File: config.mk
export PLATFORM = sky130hd
export DESIGN_NAME = sfl_class
export DESIGN_NICKNAME = d
export VERILOG_FILES = /design/src/sv/sfl_class.sv
export SDC_FILE = /design/constraint.sdc
export NUM_CORES = 1
export LEC_CHECK = 0
export ABC_AREA = 1
export BUFFER_PORTS_ARGS = -buffer_cell sky130_fd_sc_hd__buf_4
export CAP_MARGIN = 20
export CORE_UTILIZATION = 57
export DETAILED_ROUTE_END_ITERATION = 8
export GPL_ROUTABILITY_DRIVEN = 0
export MAX_ROUTING_LAYER = met4
export PLACE_DENSITY = 0.89
export SLEW_MARGIN = 20
export SYNTH_ARGS = -nofsm -noshare
export SYNTH_HDL_FRONTEND = slang
export SYNTH_SLANG_ARGS = --single-unit
export TNS_END_PERCENT = 100
File: constraint.sdc
create_clock -name vclk -period 4.8
set_clock_uncertainty 0.05 [all_clocks]
set_input_delay 0.96 -clock vclk [all_inputs]
set_output_delay 0.96 -clock vclk [all_outputs]
set_load 0.02 [all_outputs]
File: src/sv/sfl_class.sv
// Size class mapping: cell count to class index.
// No dependencies.
module sfl_class #(
  parameter int unsigned CW = 13,
  parameter int unsigned HW = 6,
  parameter int unsigned EXACT_CLASSES = 15,
  parameter int unsigned FIRST_EXP_LOG = 4,
  parameter int unsigned TOP_CLASS = 34
) (
  input  logic [CW-1:0] cells,
  output logic [HW-1:0] cls
);

  localparam int unsigned LGW = $clog2(CW);

  logic [LGW-1:0] lg;
  logic [CW+6:0]  idx;

  always_comb begin
    lg = '0;
    for (int i = 0; i < CW; i++) begin
      if (cells[i]) lg = LGW'(i);
    end
    idx = '0;
    if (lg >= LGW'(FIRST_EXP_LOG)) begin
      idx = (CW+7)'((lg - LGW'(FIRST_EXP_LOG)) * 2);
      if (lg != '0 && cells[lg - LGW'(1)]) idx = idx + (CW+7)'(1);
    end
    idx = idx + (CW+7)'(EXACT_CLASSES);
    if (cells <= CW'(EXACT_CLASSES)) begin
      cls = HW'(cells - CW'(1));
    end else if (idx < (CW+7)'(TOP_CLASS)) begin
      cls = HW'(idx);
    end else begin
      cls = HW'(TOP_CLASS);
    end
  end

endmodule

==> PnR_summary.wiki <==
{| class="wikitable"
! Metric !! Value
|-
| Status || finished, final reports clean
|-
| Warnings, synthesis || 0
|-
| Diodes inserted || 0
|-
| Worst EP required || 3790 ps
|-
| Buf/Inv on CP || 4
|-
| Number of nets in the layout || 186
|-
| Total power || 0.0000926 W
|-
| CP Max Fanout || 8
|-
| Highest-delay cell along the critical path || sky130_fd_sc_hd__ha_4
|-
| DPL Wire Length || 1510 um
|-
| Clock buffer count in the final layout || 0
|-
| WL per Instance || 10.1 um
|-
| Number of port buffers || 19
|-
| Routed Antenna Nets || 0
|-
| Synth top area share || 18.3%
|-
| Final clock period utilization by the worst path || 96.5%
|-
| Maximum ir drop on the vdd rail || 0.0588 mV
|-
| Fraction of final layout cells with drive strength greater than 1 || 23.9%
|-
| Total via count after detailed routing || 911
|-
| Flip-flop and latch area || 0 um^2
|-
| Antenna violations before repair || 0
|-
| Pwr per Cell Area || 98.3 mW/mm^2
|-
| Remaining design rule violation count || 0
|-
| Path type of the worst setup path || in -> out
|-
| Instance count of the mapped netlist || 139
|-
| Number of global-route vias before repair || 775
|-
| Worst EP arrival || 3620 ps
|-
| Core footprint || 0.00116 mm^2
|-
| Final worst setup slack || 169 ps
|-
| Count of standard-cell rows || 12
|-
| Number of unique standard cell types used by synthesis || 28
|-
| Overall track demand over capacity in global routing || 27.8%
|-
| Biggest area consumer among synthesized cells || sky130_fd_sc_hd__nand2_1
|-
| Filler cell count || 95
|-
| Setup Buffers After CTS || 0
|-
| GRT overflow || 0
|-
| Number of flip-flops and latches || 0
|-
| Area growth syn-to-layout || 27.4%
|-
| Fin. Hold Viols || 0
|-
| CP Launch Type || primary input
|-
| Number of slew-limit violations in the final report || 0
|-
| Min cycle time layout || 4630 ps
|-
| Max Clk Rate || 216 MHz
|-
| Fraction of the yosys area taken by sequential cells || 0%
|-
| Pin count of the biggest net entering global routing || 9
|-
| X dimension of the die || 38.0 um
|-
| DP Worst Slack || 93.7 ps
|-
| Area of combinational cells with multiple inputs || 677 um^2
|-
| Post-detailed-routing wire length || 1780 um
|-
| Final-layout setup total negative slack || 0 ps
|-
| Starting density of the core || 64.0%
|-
| Via density || 5.15
|-
| Type of element capturing the critical path || output port
|-
| Number of DRC markers in iteration 0 || 18
|-
| Area enclosed by the die boundary || 0.00145 mm^2
|-
| Post-synthesis average cell area || 5.32 um^2
|-
| Final setup violation count || 0
|-
| Number of primary I/O pins || 19
|-
| Cell type group with the largest total delay on the critical path || simple AND/OR/NAND/NOR gates
|-
| Top area cells in the synthesized netlist || sky130_fd_sc_hd__nand2_1 18%, sky130_fd_sc_hd__ha_1 14%, sky130_fd_sc_hd__inv_1 12%
|-
| Smallest hold slack || 2320 ps
|-
| Maximum capacitance violations || 0
|-
| Hold/Removal Path Class || in -> out
|-
| Netlist Area Pre-Place || 739 um^2
|-
| Die Span Y || 38.0 um
|-
| Wire length of the first global-routing pass || 2930 um
|-
| Max incr delay on CP || 290 ps
|-
| Standby leakage power || 0.547 nW
|-
| Drt first pass iters || 4
|-
| Worst path most repeated cell || sky130_fd_sc_hd__nand2_1
|-
| Core utilization of the finished layout || 81.5%
|}
-- power breakdown --
part	switching, W	internal [W]	total, W
clock network	0	0	0
registers	0	0	0
logic	0.0000541	0.0000385	0.0000926
-- synth_stat cells --
cell / instances
sky130_fd_sc_hd__inv_1: 24
sky130_fd_sc_hd__nand2_1: 36
sky130_fd_sc_hd__o41ai_4: 1
sky130_fd_sc_hd__o21ai_1: 3
sky130_fd_sc_hd__nand3_2: 2
sky130_fd_sc_hd__nor2_1: 15
sky130_fd_sc_hd__a21oi_2: 2
sky130_fd_sc_hd__xor2_1: 1
sky130_fd_sc_hd__o31ai_1: 1
sky130_fd_sc_hd__nand3_1: 17
sky130_fd_sc_hd__o22ai_1: 1
sky130_fd_sc_hd__and2_1: 1
sky130_fd_sc_hd__nand2_4: 2
sky130_fd_sc_hd__and3_1: 1
sky130_fd_sc_hd__nor4_1: 3
sky130_fd_sc_hd__or2_1: 1
sky130_fd_sc_hd__o21ai_2: 1
sky130_fd_sc_hd__a21oi_1: 2
sky130_fd_sc_hd__xnor2_1: 1
sky130_fd_sc_hd__o21a_1: 1
sky130_fd_sc_hd__nor3_1: 1
sky130_fd_sc_hd__o21ai_0: 2
sky130_fd_sc_hd__ha_1: 8
sky130_fd_sc_hd__inv_2: 4
sky130_fd_sc_hd__nand4_1: 1
sky130_fd_sc_hd__conb_1: 2
sky130_fd_sc_hd__nor2_2: 1
sky130_fd_sc_hd__nand2_2: 4
-- cell families after synthesis --
logic type / after synthesis / share of synthesized area [%]
adders and majority gates: 8 / 13.5
buffers and inverters: 28 / 14.2
other: 2 / 1.02
and+or+nand+nor: 85 / 54.0
AOI/OAI and AO/OA: 14 / 14.9
xor gates and xnor gates: 2 / 2.37
-- path summary, 6_finish.rpt --
kind	slack, ps	end	depth (start not counted)	start
hold / removal	2320	cls[3]	6	cells[0]
setup / recovery	170	cls[2]	28	cells[2]
-- metal layers --
layer | track usage (%) | wire length (um)
met4 | 0 | 7
met5 | - | 0
met2 | 55.9 | 907
met1 | 32.3 | 798
met3 | 0 | 68
-- repair_timing --
item / CTS / global route
setup endpoints to repair: 0 / 3
gates resized for setup: 0 / 4
hold buffers: 0 / 0
-- stage by stage --
| stage | instance area (um^2) | cells |
|---|---|---|
| 2_1_floorplan | 758 | 144 |
| 3_3_place_gp | 918 | 177 |
| 3_5_place_dp | 918 | 177 |
| 4_1_cts | 918 | 177 |
| 5_1_grt | 942 | 177 |
| 6_report | 942 | 177 |
-- cells in the final DEF, fill, tap and decap left out, drive strengths merged --
cell   instances
nand4          1
nor2          16
o21a           1
o41ai          1
o21ai          6
or2            1
xnor2          1
and3           1
a21oi          4
conb           7
buf           19
nand3         19
and2           1
inv           28
nor3           1
o22ai          1
nor4           3
o31ai          1
xor2           1
nand2         42
ha             8
-- area by class of cell --
cell class | instances | share of cell area, %
inverters | 28 | 11.2
repair buffers | 19 | 15.1
well taps | 14 | 1.86
multi-input cells | 116 | 71.8
Power figures use the tool's default switching activity.
